`src/rtl/core/integer_to_ascii_formatter_assert.svh`:
```
// Assertion macros for the integer to ASCII formatter.
`ifndef INTEGER_TO_ASCII_FORMATTER_ASSERT_SVH
`define INTEGER_TO_ASCII_FORMATTER_ASSERT_SVH

// Same-cycle implication, off while reset is asserted.
`define ITOA_ASSERT_SAME(label, clk, rst_n, ante, cons) \
	label: assert property (@(posedge clk) disable iff (!(rst_n)) (ante) |-> (cons)) \
		else $error("itoa_fmt: same-cycle check failed");

// Next-cycle implication, off while reset is asserted.
`define ITOA_ASSERT_NEXT(label, clk, rst_n, ante, cons) \
	label: assert property (@(posedge clk) disable iff (!(rst_n)) (ante) |=> (cons)) \
		else $error("itoa_fmt: next-cycle check failed");

`endif

```
`src/rtl/core/itoa_fmt_pkg.sv`:
```
// Shared constants and the digit-to-ASCII function of the integer formatter.
package itoa_fmt_pkg;

	localparam int VALUE_WIDTH_DEF = 32;

	localparam logic [7:0] CHAR_ZERO  = 8'h30;
	localparam logic [7:0] CHAR_UPPER = 8'h41;
	localparam logic [7:0] CHAR_MINUS = 8'h2D;
	localparam logic [7:0] CHAR_X     = 8'h78;
	localparam logic [7:0] CHAR_SPACE = 8'h20;

	localparam logic OP_DEC = 1'b0;
	localparam logic OP_HEX = 1'b1;

	// "0123456789ABCDEF"
	function automatic logic [7:0] digit_char(input logic [3:0] d);
		logic [7:0] c;
		if (d < 4'd10) begin
			c = CHAR_ZERO + {4'd0, d};
		end else begin
			c = CHAR_UPPER + {4'd0, d - 4'd10};
		end
		return c;
	endfunction

endpackage

```
`src/rtl/core/integer_to_ascii_formatter.sv`:
```
// Integer to ASCII formatter top level: bit-serial decimal/hex text generator.
//
// Takes one VALUE_WIDTH-bit word and a format bit per transfer and returns its
// ASCII text one character per output transfer, most significant character
// first, with last high on the final character. operation = 0 prints signed
// decimal ('-' for negative values, no leading zeros, "0" for zero; the most
// negative value prints its true magnitude). operation = 1 prints "0x",
// uppercase hex digits without leading zeros, then one space. One word is in
// flight at a time. A decimal word first passes a bit-serial double-dabble
// converter (one input bit shifted into a BCD register per cycle), then the
// leading zero digits are dropped from the digit register, then the
// characters go out while the sink takes them. Hex skips the converter. A new
// word is taken as soon as the previous word's last character sits in the
// output register, even if that character has not been taken yet.
module integer_to_ascii_formatter #(
	parameter int VALUE_WIDTH = itoa_fmt_pkg::VALUE_WIDTH_DEF
) (
	input  logic                   clk,
	input  logic                   arst_n,
	// input channel
	input  logic                   value_valid,
	output logic                   value_ready,
	input  logic                   operation,
	input  logic [VALUE_WIDTH-1:0] value,
	// output channel
	output logic                   character_valid,
	input  logic                   character_ready,
	output logic [7:0]             character,
	output logic                   last
);

	// Digits needed for 2**W - 1 in decimal (log10(2) ~ 0.30103) and in hex.
	localparam int DEC_DIGITS = (VALUE_WIDTH * 30103) / 100000 + 1;
	localparam int HEX_DIGITS = (VALUE_WIDTH + 3) / 4;
	localparam int NDIG       = (DEC_DIGITS > HEX_DIGITS) ? DEC_DIGITS : HEX_DIGITS;
	localparam int DW         = NDIG * 4;
	localparam int RW         = $clog2(NDIG + 1);
	localparam int CW         = $clog2(VALUE_WIDTH + 1);

	typedef enum logic [2:0] {
		ST_IDLE,
		ST_CONV,
		ST_SKIP,
		ST_HEAD,
		ST_DIGITS,
		ST_TRAIL
	} state_t;

	state_t                 state_q;
	logic                   hex_q;     // format of the word in flight
	logic                   neg_q;     // decimal word was negative
	logic                   pre_q;     // second prefix char ('x') pending
	logic [VALUE_WIDTH-1:0] bin_q;     // magnitude, shifted out MSB first
	logic [DW-1:0]          dig_q;     // digit register, top digit at MSBs
	logic [CW-1:0]          cnt_q;     // conversion bits left
	logic [RW-1:0]          rem_q;     // digits left in dig_q
	logic                   out_valid_q;
	logic [7:0]             out_char_q;
	logic                   out_last_q;

	logic                   take;
	logic                   out_free;
	logic                   load_out;  // a new character enters the output register
	logic                   is_neg;
	logic [VALUE_WIDTH-1:0] mag;
	logic [DW-1:0]          dabble;
	logic [3:0]             top_dig;

	assign value_ready     = (state_q == ST_IDLE);
	assign take            = value_valid && value_ready;
	assign out_free        = !out_valid_q || character_ready;
	assign load_out        = out_free && (state_q == ST_HEAD || state_q == ST_DIGITS ||
	                                      state_q == ST_TRAIL);
	assign character_valid = out_valid_q;
	assign character       = out_char_q;
	assign last            = out_last_q;

	// Decimal reads the word as two's complement; the unsigned W-bit negation
	// of the most negative value is its true magnitude.
	assign is_neg  = (operation == itoa_fmt_pkg::OP_DEC) && value[VALUE_WIDTH-1];
	assign mag     = is_neg ? VALUE_WIDTH'(~value + 1'b1) : value;
	assign top_dig = dig_q[DW-1 -: 4];

	// Double-dabble: add 3 to every BCD digit of 5 or more before the shift.
	always_comb begin
		for (int i = 0; i < NDIG; i++) begin
			dabble[i*4 +: 4] = (dig_q[i*4 +: 4] >= 4'd5) ? dig_q[i*4 +: 4] + 4'd3
			                                             : dig_q[i*4 +: 4];
		end
	end

	always_ff @(posedge clk or negedge arst_n) begin
		if (!arst_n) begin
			state_q     <= ST_IDLE;
			hex_q       <= 1'b0;
			neg_q       <= 1'b0;
			pre_q       <= 1'b0;
			bin_q       <= '0;
			dig_q       <= '0;
			cnt_q       <= '0;
			rem_q       <= '0;
			out_valid_q <= 1'b0;
			out_char_q  <= '0;
			out_last_q  <= 1'b0;
		end else begin
			// drained with nothing new behind it
			if (out_valid_q && character_ready && !load_out) begin
				out_valid_q <= 1'b0;
			end

			unique case (state_q)
				ST_IDLE: begin
					if (take) begin
						hex_q <= (operation == itoa_fmt_pkg::OP_HEX);
						neg_q <= is_neg;
						pre_q <= 1'b0;
						bin_q <= mag;
						cnt_q <= CW'(VALUE_WIDTH);
						rem_q <= RW'(NDIG);
						if (operation == itoa_fmt_pkg::OP_HEX) begin
							// hex digits are the word's nibbles as they stand
							dig_q   <= DW'(value);
							state_q <= ST_SKIP;
						end else begin
							dig_q   <= '0;
							state_q <= ST_CONV;
						end
					end
				end

				ST_CONV: begin
					dig_q <= {dabble[DW-2:0], bin_q[VALUE_WIDTH-1]};
					bin_q <= {bin_q[VALUE_WIDTH-2:0], 1'b0};
					cnt_q <= cnt_q - 1'b1;
					if (cnt_q == CW'(1)) begin
						state_q <= ST_SKIP;
					end
				end

				ST_SKIP: begin
					// drop leading zeros, always keep the units digit
					if (top_dig == 4'd0 && rem_q != RW'(1)) begin
						dig_q <= {dig_q[DW-5:0], 4'd0};
						rem_q <= rem_q - 1'b1;
					end else if (hex_q || neg_q) begin
						state_q <= ST_HEAD;
					end else begin
						state_q <= ST_DIGITS;
					end
				end

				ST_HEAD: begin
					if (out_free) begin
						out_valid_q <= 1'b1;
						out_last_q  <= 1'b0;
						if (!hex_q) begin
							out_char_q <= itoa_fmt_pkg::CHAR_MINUS;
							state_q    <= ST_DIGITS;
						end else if (!pre_q) begin
							out_char_q <= itoa_fmt_pkg::CHAR_ZERO;
							pre_q      <= 1'b1;
						end else begin
							out_char_q <= itoa_fmt_pkg::CHAR_X;
							state_q    <= ST_DIGITS;
						end
					end
				end

				ST_DIGITS: begin
					if (out_free) begin
						out_valid_q <= 1'b1;
						out_char_q  <= itoa_fmt_pkg::digit_char(top_dig);
						out_last_q  <= (rem_q == RW'(1)) && !hex_q;
						dig_q       <= {dig_q[DW-5:0], 4'd0};
						rem_q       <= rem_q - 1'b1;
						if (rem_q == RW'(1)) begin
							state_q <= hex_q ? ST_TRAIL : ST_IDLE;
						end
					end
				end

				ST_TRAIL: begin
					if (out_free) begin
						out_valid_q <= 1'b1;
						out_char_q  <= itoa_fmt_pkg::CHAR_SPACE;
						out_last_q  <= 1'b1;
						state_q     <= ST_IDLE;
					end
				end

				default: begin
					state_q <= ST_IDLE;
				end
			endcase
		end
	end

	`include "integer_to_ascii_formatter_assert.svh"

	// a decimal word always goes through the converter first
	`ITOA_ASSERT_NEXT(a_dec_to_conv, clk, arst_n, take && (operation == itoa_fmt_pkg::OP_DEC), state_q == ST_CONV)
	// the converter never runs with no bits left
	`ITOA_ASSERT_SAME(a_conv_count, clk, arst_n, state_q == ST_CONV, cnt_q != '0)
	// zero skipping and emission never run past the units digit
	`ITOA_ASSERT_SAME(a_digits_left, clk, arst_n, state_q == ST_SKIP || state_q == ST_DIGITS, rem_q != '0)

endmodule
```
`config.mk`:
```
export PLATFORM = sky130hd
export DESIGN_NAME = integer_to_ascii_formatter
export DESIGN_NICKNAME = d
export VERILOG_FILES = /design/src/rtl/core/itoa_fmt_pkg.sv /design/src/rtl/core/integer_to_ascii_formatter.sv
export VERILOG_INCLUDE_DIRS = /design/src /design/src/rtl/core
export SDC_FILE = /design/constraint.sdc
export NUM_CORES = 1
export LEC_CHECK = 0
export BUFFER_PORTS_ARGS = -buffer_cell sky130_fd_sc_hd__buf_2
export CAP_MARGIN = 20
export CORE_MARGIN = 5
export CORE_UTILIZATION = 40
export CTS_BUF_LIST = sky130_fd_sc_hd__clkbuf_2 sky130_fd_sc_hd__clkbuf_4 sky130_fd_sc_hd__clkbuf_8
export DETAILED_ROUTE_END_ITERATION = 16
export PLACE_DENSITY_LB_ADDON = 0.12
export SLEW_MARGIN = 25
export SYNTH_ARGS = -nofsm -noshare
export SYNTH_HDL_FRONTEND = slang
export SYNTH_SLANG_ARGS = --single-unit
```
`constraint.sdc`:
```
create_clock -name clk -period 5.5 [get_ports clk]
set_input_delay 0.825 -clock clk [delete_from_list [all_inputs] [get_ports clk]]
set_output_delay 0.825 -clock clk [all_outputs]
set_load 0.005 [all_outputs]
```
Yosys cells after proc, flatten, opt, wreduce, memory -nomap -nowiden

Index checks and enable logic that the tools add are counted.

Bits in registers: 98
Input bits: 37
Word-level logic and storage cells: 142

Add/subtract/negate cells: 16
$lt $le $gt $ge: 11
Equality and inequality tests: 18
Mux-type cells: 55
Bitwise logic cells: 2
Reduce and logical (&&, ||, !) cells: 29

Operator list:

| kind                                                                                | count |
|---|---|
| 40-bit one-hot mux with 4 select lines                                              | 1 |
| 40-bit two-way mux                                                                  | 3 |
| 32-bit two-way mux                                                                  | 3 |
| 32-bit one-hot mux with 2 select lines                                              | 1 |
| 4-bit two-way mux                                                                   | 12 |
| 4-bit by 3-bit greater-or-equal comparator with 1-bit output, second input constant | 10 |
| 4-bit by 2-bit adder with 4-bit output, second input constant                       | 9 |
| 3-bit two-way mux                                                                   | 12 |
| 32-bit by 1-bit adder with 32-bit output, second input constant                     | 1 |
| 8-bit two-way mux                                                                   | 4 |
| 32-bit inverter                                                                     | 1 |
| 8-bit one-hot mux with 3 select lines                                               | 1 |
| 3-bit one-hot mux with 6 select lines                                               | 1 |
| 4-bit AND reduction                                                                 | 4 |
| 7-bit two-way mux                                                                   | 2 |
| 2-bit inequality test, second input constant                                        | 7 |
| 4-bit one-hot mux with 3 select lines                                               | 1 |
| 6-bit one-hot mux with 2 select lines                                               | 1 |
| 1-bit two-way mux                                                                   | 9 |
| 7-bit by 4-bit adder with 8-bit output, first input constant                        | 1 |
| 8-bit AND reduction                                                                 | 1 |
| 6-bit by 4-bit adder with 7-bit output, first input constant                        | 1 |
| 1-bit logical AND                                                                   | 7 |
| 3-bit by 2-bit == test with 1-bit output, second input constant                     | 2 |
| 26 further kinds                                                                    | 36 |

Depth between registers and ports, before layout

Gate-level depths: netlist of run 1.

Depth in word-level cells: 9
Gate-level depth with buffers: 8

Worst setup path before layout of run 1

OpenSTA, ideal clock, no wires.

Path type: input to register
Start point: in value[0]
End point: reg bin_q[30]
Setup time: 0.133 ns
Data arrival time: 2.266 ns
Required time: 5.367 ns
Slack: 3.100 ns
Cell stages on the path: 7
Path buffers: 0
Cell sequence: inv_1 -> ha_1 -> or3b_2 -> nor4_4 -> a31oi_1 -> xnor2_1 -> o21ai_0

Word-level cells in the longest chain between the ends: 5

RTL lines:

| item                                     | RTL line                          | RTL |
|---|---|---|
| start, declared                          | integer_to_ascii_formatter.sv:24  | `input logic [VALUE_WIDTH-1:0] value,` |
| 32-bit inverter                          | integer_to_ascii_formatter.sv:81  | `assign mag = is_neg ? VALUE_WIDTH'(~value + 1'b1) : value;` |
| 32-bit by 1-bit adder with 32-bit output | integer_to_ascii_formatter.sv:81  |  |
| 32-bit two-way mux                       | integer_to_ascii_formatter.sv:81  |  |
| 32-bit two-way mux                       | integer_to_ascii_formatter.sv:113 | `if (take) begin` |
| 32-bit one-hot mux with 2 select lines   | integer_to_ascii_formatter.sv:111 | `unique case (state_q)` |
| end signal, assigned                     | integer_to_ascii_formatter.sv:117 | `bin_q <= mag;` |
| end signal, assigned                     | integer_to_ascii_formatter.sv:133 | `bin_q <= {bin_q[VALUE_WIDTH-2:0], 1'b0};` |
| end, declared                            | integer_to_ascii_formatter.sv:53  | `logic [VALUE_WIDTH-1:0] bin_q;` |

No other way between the ends. The select of a mux whose other input is x is not followed.
A chain may end at the register's enable or synchronous reset.

Worst setup path after layout of run 1

Start point: reg state_q[2]
End point: reg bin_q[14]

Word-level cells in the longest chain between the ends: 4

RTL lines:

| item                                                       | RTL line                                                            | RTL |
|---|---|---|
| start, declared                                            | integer_to_ascii_formatter.sv:49                                    | `state_t state_q;` |
| start signal, assigned                                     | integer_to_ascii_formatter.sv:177                                   | `state_q <= hex_q ? ST_TRAIL : ST_IDLE;` |
| 3-bit zero test                                            | integer_to_ascii_formatter.sv:69, integer_to_ascii_formatter.sv:111 |  |
| 1-bit logical AND                                          | integer_to_ascii_formatter.sv:70                                    | `assign take = value_valid && value_ready;` |
| 2-bit by 1-bit inequality test with 1-bit output (no line) | n/a                                                                 |  |
| 2-bit AND reduction (no line)                              | n/a                                                                 |  |

Parallel ways exist; a longest one is shown, timed or not.

==> results of run 1 <==
==> synth_stat cells (all sizes together) (23+ instances only) <==
| master | n |
|---|---|
| clkbuf | 23 |
| dfrtp | 97 |
| a21oi | 44 |
| ha | 28 |
| a22oi | 31 |
| nand2 | 79 |
| nor2 | 57 |
| inv | 31 |
| o21ai | 76 |
| a221oi | 29 |
==> metal layers <==
metal  part of all wire [%]  vias up  wire, um  global-route usage (%)
li1                       -     2732         -                       -
met1                     47     2779      8280                    26.7
met2                     47      174      8360                    31.8
met3                    5.2       17       923                    3.65
met4                    1.2        0       206                    5.21
met5                      0        -         0                       0
==> placed cells by master (no fill, tap or decap), drive strengths merged, types with 4 or more instances in the layout <==
| cell | instances |
|---|---|
| o31ai | 5 |
| a32oi | 4 |
| buf | 53 |
| a21oi | 44 |
| a31oi | 19 |
| o211ai | 13 |
| o21ai | 76 |
| nand4 | 5 |
| a22oi | 31 |
| nor3b | 11 |
| a2bb2oi | 7 |
| nand2 | 79 |
| nor3 | 21 |
| a221oi | 29 |
| ha | 28 |
| mux2i | 12 |
| xnor2 | 21 |
| nor2 | 57 |
| xor2 | 20 |
| dfrtp | 97 |
| inv | 31 |
| clkbuf | 13 |
| nand2b | 15 |
| nand3 | 10 |
| mux2 | 6 |
| nor4 | 9 |
| or3 | 7 |
==> per-stage QoR <==
step                      instance area [um^2]  util, %
after floorplan                           6530        -
after global placement                    6870     43.1
after detailed placement                  6870     43.1
after CTS                                 7090     44.5
after global routing                      7090     44.5
final                                     7090     44.5
==> layout make-up <==
type	count	area, um^2	share of cell area, %
multi-input cells	567	3770	53.2
flip-flops and latches	97	2430	34.2
repair buffers	53	285	4.02
well taps	216	270	3.81
clock buffers	13	154	2.17
inverters	31	116	1.64
clock inverters	3	65.1	0.917
==> critical path, delay by kind of cell (launching register included) <==
| family | cells | cell delay (ns) |
|---|---|---|
| buffers and inverters | 2 | 0.76 |
| AND/OR/NAND/NOR | 3 | 0.84 |
| AO/OA/AOI/OAI | 2 | 0.37 |
| flip-flops | 1 | 0.57 |
==> registers in the layout, indices dropped and copies added (netlist names) <==
signal / cells
hex_q: 1
character_valid: 1
rem_q: 4
cnt_q: 6
last: 1
state_q: 3
neg_q: 1
pre_q: 1
dig_q: 40
bin_q: 32
character: 7
==> report_power, final <==
group	internal [mW]	leakage (nW)	switching, mW
clock	0.277	0.115	0.261
sequential	1.04	1.21	0.359
combinational	0.888	1.52	1.27
total	2.21	2.85	1.89
==> worst paths after layout <==
check,start,depth (start not counted),slack [ns],to
setup / recovery,state_q[2],7,2.78,bin_q[14]
min in group clk,cnt_q[5],1,0.47,cnt_q[5]
hold reg to reg,cnt_q[5],1,0.47,cnt_q[5]
setup reg to reg,state_q[2],7,2.78,bin_q[14]
max in group asynchronous,arst_n,2,3.91,bin_q[14]
hold / removal,arst_n,1,0.47,character[6]
==> kinds of logic (layout without fill, tap and decap cells) <==
logic type / count (synthesis) / count (layout)
simple gates: 239 / 239
mux: 18 / 18
fa+ha+maj: 28 / 28
xor+xnor: 41 / 41
other cells: 1 / 1
compound gates: 240 / 240
buf+inv: 75 / 100
flops: 97 / 97
==> Implementation_results.wiki, run 1 <==
{| class="wikitable"
! Metric !! Value
|-
| Result of the run || complete, no violations
|-
| Worst setup path category || reg -> reg
|-
| Synth Net Count || ~800
|-
| Routability cong. || roughly 0.84
|-
| Starting density of the core || 41.0%
|-
| Synthesis Warnings || 0
|-
| Number of filler cells placed in the layout || 1609
|-
| Number of clock sinks || 97
|-
| Adder and majority gate portion of the synthesized area || between 5 and 6%
|-
| Routed via count || approximately 5700
|-
| Category of the worst setup path launch point || flip-flop
|-
| Count of final max-slew check failures || 0
|-
| Clock Tree Buf Depth || 2
|-
| Number of clock buffers inserted by TritonCTS || 9
|-
| Die Width || roughly 140 um
|-
| Master cell of the clock root buffer || sky130_fd_sc_hd__clkbuf_8
|-
| Proportion of synthesized area in mux cells || around 2.9%
|-
| Sequential area share after synthesis || between 30% and 40%
|-
| Library cell occupying the most area in the post-synthesis netlist || sky130_fd_sc_hd__dfrtp_1
|-
| Largest family of logic cells by synthesized area || compound AO/OA/AOI/OAI gates
|-
| Antenna cell count || 0
|-
| Row count || between 40 and 50
|-
| Number of remaining DRC errors || 0
|-
| Fraction of final layout cells with drive strength greater than 1 || between 10% and 20%
|-
| Worst min-delay path class || in -> async
|-
| Compound-cell area share of the yosys netlist || between 20% and 30%
|-
| Library cell contributing the largest single delay on the critical path || sky130_fd_sc_hd__dfrtp_1
|-
| Detailed Route WL || 17.8 mm
|-
| Hold buffer count at cts || 0
|-
| Yosys cell types || between 60 and 70
|-
| Tcrit/Tclk final || about 50%
|-
| Core area || roughly 16000 um^2
|-
| Overall power || 4.10 mW
|-
| Peak supply drop || 234 uV
|-
| Worst-path maximum fanout || between 40 and 50
|-
| Maximum number of pins on one net before global-route repair || 65
|-
| Total Negative Setup Slacks || 0 ns
|-
| F_max || ~370 MHz
|-
| Number of nets still failing antenna checks after routing || 0
|-
| Worst clock skew on the final layout || roughly 0.012 ns
|-
| Arrival time at the worst endpoint || just under 3 ns
|-
| Final global-route overflow total || 0
|-
| Largest cells by area after synthesis || sky130_fd_sc_hd__dfrtp_1, sky130_fd_sc_hd__ha_1, sky130_fd_sc_hd__nand2_1
|-
| Final period demand of the worst path || around 2.7 ns
|-
| Clock slew seen by the registers of the worst setup and hold paths || about 0.10 ns
|-
| Number of instances in the synthesized netlist || ~740
|-
| Dominant synthesized flop cell || sky130_fd_sc_hd__dfrtp_1
|-
| Die footprint || 19000 um^2
|-
| Vias in the first global route || approximately 5600
|-
| Clk Latency, worst-skew pair || around 0.38 ns
|-
| Worst Hold Slack || 0.467 ns
|-
| DPL Wire Length || approximately 12 mm
|-
| Post-Synth XOR/XNOR Area || around 5.5%
|-
| Post-Syn Area || 6530 um^2
|-
| Number of antenna violations at the first check in global routing || 0
|-
| Initial drt markers || roughly 310
|-
| Slew margin rel. || roughly a third
|-
| Number of port buffers || between 40 and 50
|-
| Critical Path, Cell by Cell || nor2_2 > and2_2 > buf_4 > nor2_2 > buf_4 > a22oi_1 > o211ai_1
|-
| DP Cell Count || a little under 1000
|-
| Power Density || approximately 580 nW/um^2
|-
| Post-synth ARST share || 100%
|-
| Vert. Die Dim || 138 um
|-
| Slew @ Worst Pin || 0.994 ns
|-
| Synthesized area per cell || a little under 9 um^2
|-
| Min setup slack post-route || roughly 2.8 ns
|-
| TritonRoute pass-1 iters || 5
|-
| Final setup fails || 0
|-
| Via density per instance || ~5.8
|-
| Layout area overhead || 8.60%
|-
| Nature of the critical path endpoint || flip-flop
|-
| Setup fix buffers added after clock tree synthesis || 0
|-
| Overall routing resource usage || between 10% and 20%
|-
| RSZ-0062 raised after global routing || false
|-
| Flop and latch count out of synthesis || just under 100
|-
| TritonCTS clock tree || done
|-
| Proportion of netlist area held by the largest area contributor || 37.2%
|-
| Final net count || about 820
|-
| Post-synth EDFFs || 0
|-
| Worst slack at placement || ~2.8 ns
|-
| Number of gates given a new drive strength after cts || 0
|-
| Total I/O pin count || 48
|-
| Post-synthesis simple-gate area fraction || 19.3%
|-
| Global-route wire length before repair || around 30 mm
|-
| Final hold vios || 0
|-
| Leakage || between 2 and 3 nW
|-
| Data required, critical path || 5.74 ns
|-
| Max capacitance violation total || 0
|-
| WL per Instance || around 18 um
|-
| Number of standard cells in the layout, taps in and fillers out || between 900 and 1000
|-
| # H-tree levels || 3
|-
| Maximum cell stage delay along the critical path || roughly 0.57 ns
|}
No activity file was read; power rests on OpenSTA's default activity.
==> run 2: changes to the inputs <==
Clock period 5.5 ns to 2.4 ns, I/O delays scaled along.
==> run 2 against run 1 <==
Count of clock-buffer cells in the layout decreased by 3. Register-to-register slack got worse by 2.6 ns. Cell count increased by 3.2%. Clock power increased by 130%. Sequential power increased by 120%. Combinational power increased to 2.5 times the previous value. Die area unchanged. Power increased by 140%. Routed wire length increased by 2.8%. Largest cell class unchanged. Largest power group unchanged.
==> Implementation_results.wiki, run 2 (synthesis results as in run 1) <==
{| class="wikitable"
! Metric !! Value
|-
| Power Density || around 1300 nW/um^2
|-
| F_max || 456 MHz
|-
| Maximum cell stage delay along the critical path || between 0.4 and 0.5 ns
|-
| Maximum number of pins on one net before global-route repair || 43
|-
| Count of final max-slew check failures || 0
|-
| Final net count || between 800 and 900
|-
| Total Negative Setup Slacks || 0 ns
|-
| DPL Wire Length || approximately 13 mm
|-
| Most frequent cells in the layout || sky130_fd_sc_hd__dfrtp_1, sky130_fd_sc_hd__nand2_1, sky130_fd_sc_hd__nor2_1
|-
| Worst-path maximum fanout || 17
|-
| Met2 capacity usage during global routing || a little under a third
|-
| Worst setup path category || reg -> reg
|-
| Total I/O pin count || 48
|-
| Fraction of final layout cells with drive strength greater than 1 || roughly 17%
|-
| Number of antenna violations at the first check in global routing || 0
|-
| Clk Latency, worst-skew pair || 0.39 ns
|-
| Peak supply drop || about 620 uV
|-
| Final global-route overflow total || 0
|-
| Commonest non-fill, non-tap cell in the layout || sky130_fd_sc_hd__dfrtp_1
|-
| Via density per instance || 5.74
|-
| Antenna cell count || 0
|-
| Setup fix buffers added after clock tree synthesis || 0
|-
| Master cell of the clock root buffer || sky130_fd_sc_hd__clkbuf_8
|-
| Cell seen most often among critical-path stages || sky130_fd_sc_hd__buf_4
|-
| Worst Hold Slack || 0.282 ns
|-
| Routed via count || 5800
|-
| DP Cell Count || ~990
|-
| Placed inst area || about 7000 um^2
|-
| Slew margin rel. || around half
|-
| Routability cong. || ~0.85
|-
| Final period demand of the worst path || 2.19 ns
|-
| Worst clock skew on the final layout || 0.0139 ns
|-
| Layout area overhead || 12.9%
|-
| Detailed Route WL || ~18 mm
|-
| Gr busiest metal || met2
|-
| Global-route wire length before repair || 29.8 mm
|-
| Max capacitance violation total || 0
|-
| Result of the run || complete, no violations
|-
| Number of nets still failing antenna checks after routing || 0
|-
| Register with the highest flop count || dig_q
|-
| Number of port buffers || 46
|-
| Global-route track usage on met1 || around 28%
|-
| Number of clock buffers inserted by TritonCTS || 9
|-
| Max FFs per register || 40
|-
| Number of remaining DRC errors || 0
|-
| Category of the worst setup path launch point || flip-flop
|-
| Clock slew seen by the registers of the worst setup and hold paths || 0.10 ns
|-
| Data required, critical path || approximately 2.7 ns
|-
| Worst slack at placement || 0.130 ns
|-
| Number of clock sinks || 97
|-
| RSZ-0062 raised after global routing || false
|-
| Tcrit/Tclk final || between 90 and 100%
|-
| Overall power || ~9.8 mW
|-
| Number of standard cells in the layout, taps in and fillers out || between 1000 and 1500
|-
| Nature of the critical path endpoint || flip-flop
|-
| Arrival time at the worst endpoint || roughly 2.5 ns
|-
| Row count || 46
|-
| Leakage || 3.01 nW
|-
| Slew @ Worst Pin || 0.769 ns
|-
| Library cell contributing the largest single delay on the critical path || sky130_fd_sc_hd__or4b_4
|-
| Worst min-delay path class || in -> reg
|-
| Vert. Die Dim || roughly 140 um
|-
| Post-route core utilization || 46.3%
|-
| # H-tree levels || 3
|-
| Vias in the first global route || 5697
|-
| Starting density of the core || roughly two fifths
|-
| WL per Instance || 18.1 um
|-
| Overall routing resource usage || between 10% and 20%
|-
| Die footprint || 19000 um^2
|-
| Critical Path, Cell by Cell || inv_1 > ha_1 > or4b_4 > a21oi_4 > o211ai_4 > buf_4 > buf_4 > nand2_1 > o21ai_1
|-
| Clock Tree Buf Depth || 2
|-
| TritonCTS clock tree || done
|-
| Area of all placed cells without fillers || 7370 um^2
|-
| Final setup fails || 0
|-
| Core area || 15900 um^2
|-
| Final hold vios || 0
|-
| TritonRoute pass-1 iters || 5
|-
| Die Width || ~140 um
|-
| Min setup slack post-route || between 0.2 and 0.25 ns
|-
| GRT met3 Usage || under 10%
|-
| Initial drt markers || 357
|}
-- run 2: changes by cell type in the layout (fill, tap and decap cells not counted), sizes merged --
| cell | previous run | this run |
|---|---|---|
| inv | 31 | 32 |
| clkinv | 1 | 2 |
| buf | 53 | 83 |
| clkbuf | 13 | 10 |
| dlygate4sd3 | 0 | 1 |
| clkinvlp | 0 | 1 |
-- run 2: area by class of cell --
class	instances	area, um^2
inverter	31	116
clock buffer	10	138
clock inverter	6	90.1
timing repair buffer	84	558
tap	216	270
fill	1596	8570
sequential	97	2430
multi-input combinational	567	3770
-- run 2: timing repair --
| item | 4_1_cts | 5_1_grt |
|---|---|---|
| hold buffers | 1 | 0 |
| hold endpoints to repair | 30 | 0 |
| resized for setup | 0 | 0 |
-- run 2: final timing paths --
| check | cells after the start | start | slack (ns) | end |
|---|---|---|---|---|
| setup reg to reg | 9 | dig_q[37] | 0.21 | dig_q[20] |
| hold / removal | 3 | value[29] | 0.28 | bin_q[29] |
| hold reg to reg | 1 | cnt_q[5] | 0.47 | cnt_q[5] |
| min in group asynchronous | 2 | arst_n | 0.47 | character[1] |
| max in group asynchronous | 3 | arst_n | 1.17 | rem_q[3] |
| setup / recovery | 9 | dig_q[37] | 0.21 | dig_q[20] |
-- run 2: critical path: cells and delay by family, from the launching register on --
kind | cells | cell delay, ns
AND/OR/NAND/NOR | 2 | 0.55
buffers and inverters | 3 | 0.51
AO/OA/AOI/OAI | 3 | 0.43
adder cells (fa/ha/maj) | 1 | 0.13
flip-flops | 1 | 0.43
-- run 2: metal layers --
layer | share of wire, % | wire length (um)
met5 | 0 | 0
met4 | 1.7 | 303
met1 | 48 | 8740
met3 | 5.0 | 906
met2 | 46 | 8320
-- run 2: report_power, final --
part	total (mW)	switching, mW	internal [mW]
combinational	5.43	3.11	2.31
sequential	3.08	0.688	2.39
clock	1.26	0.639	0.620
total	9.77	4.44	5.33
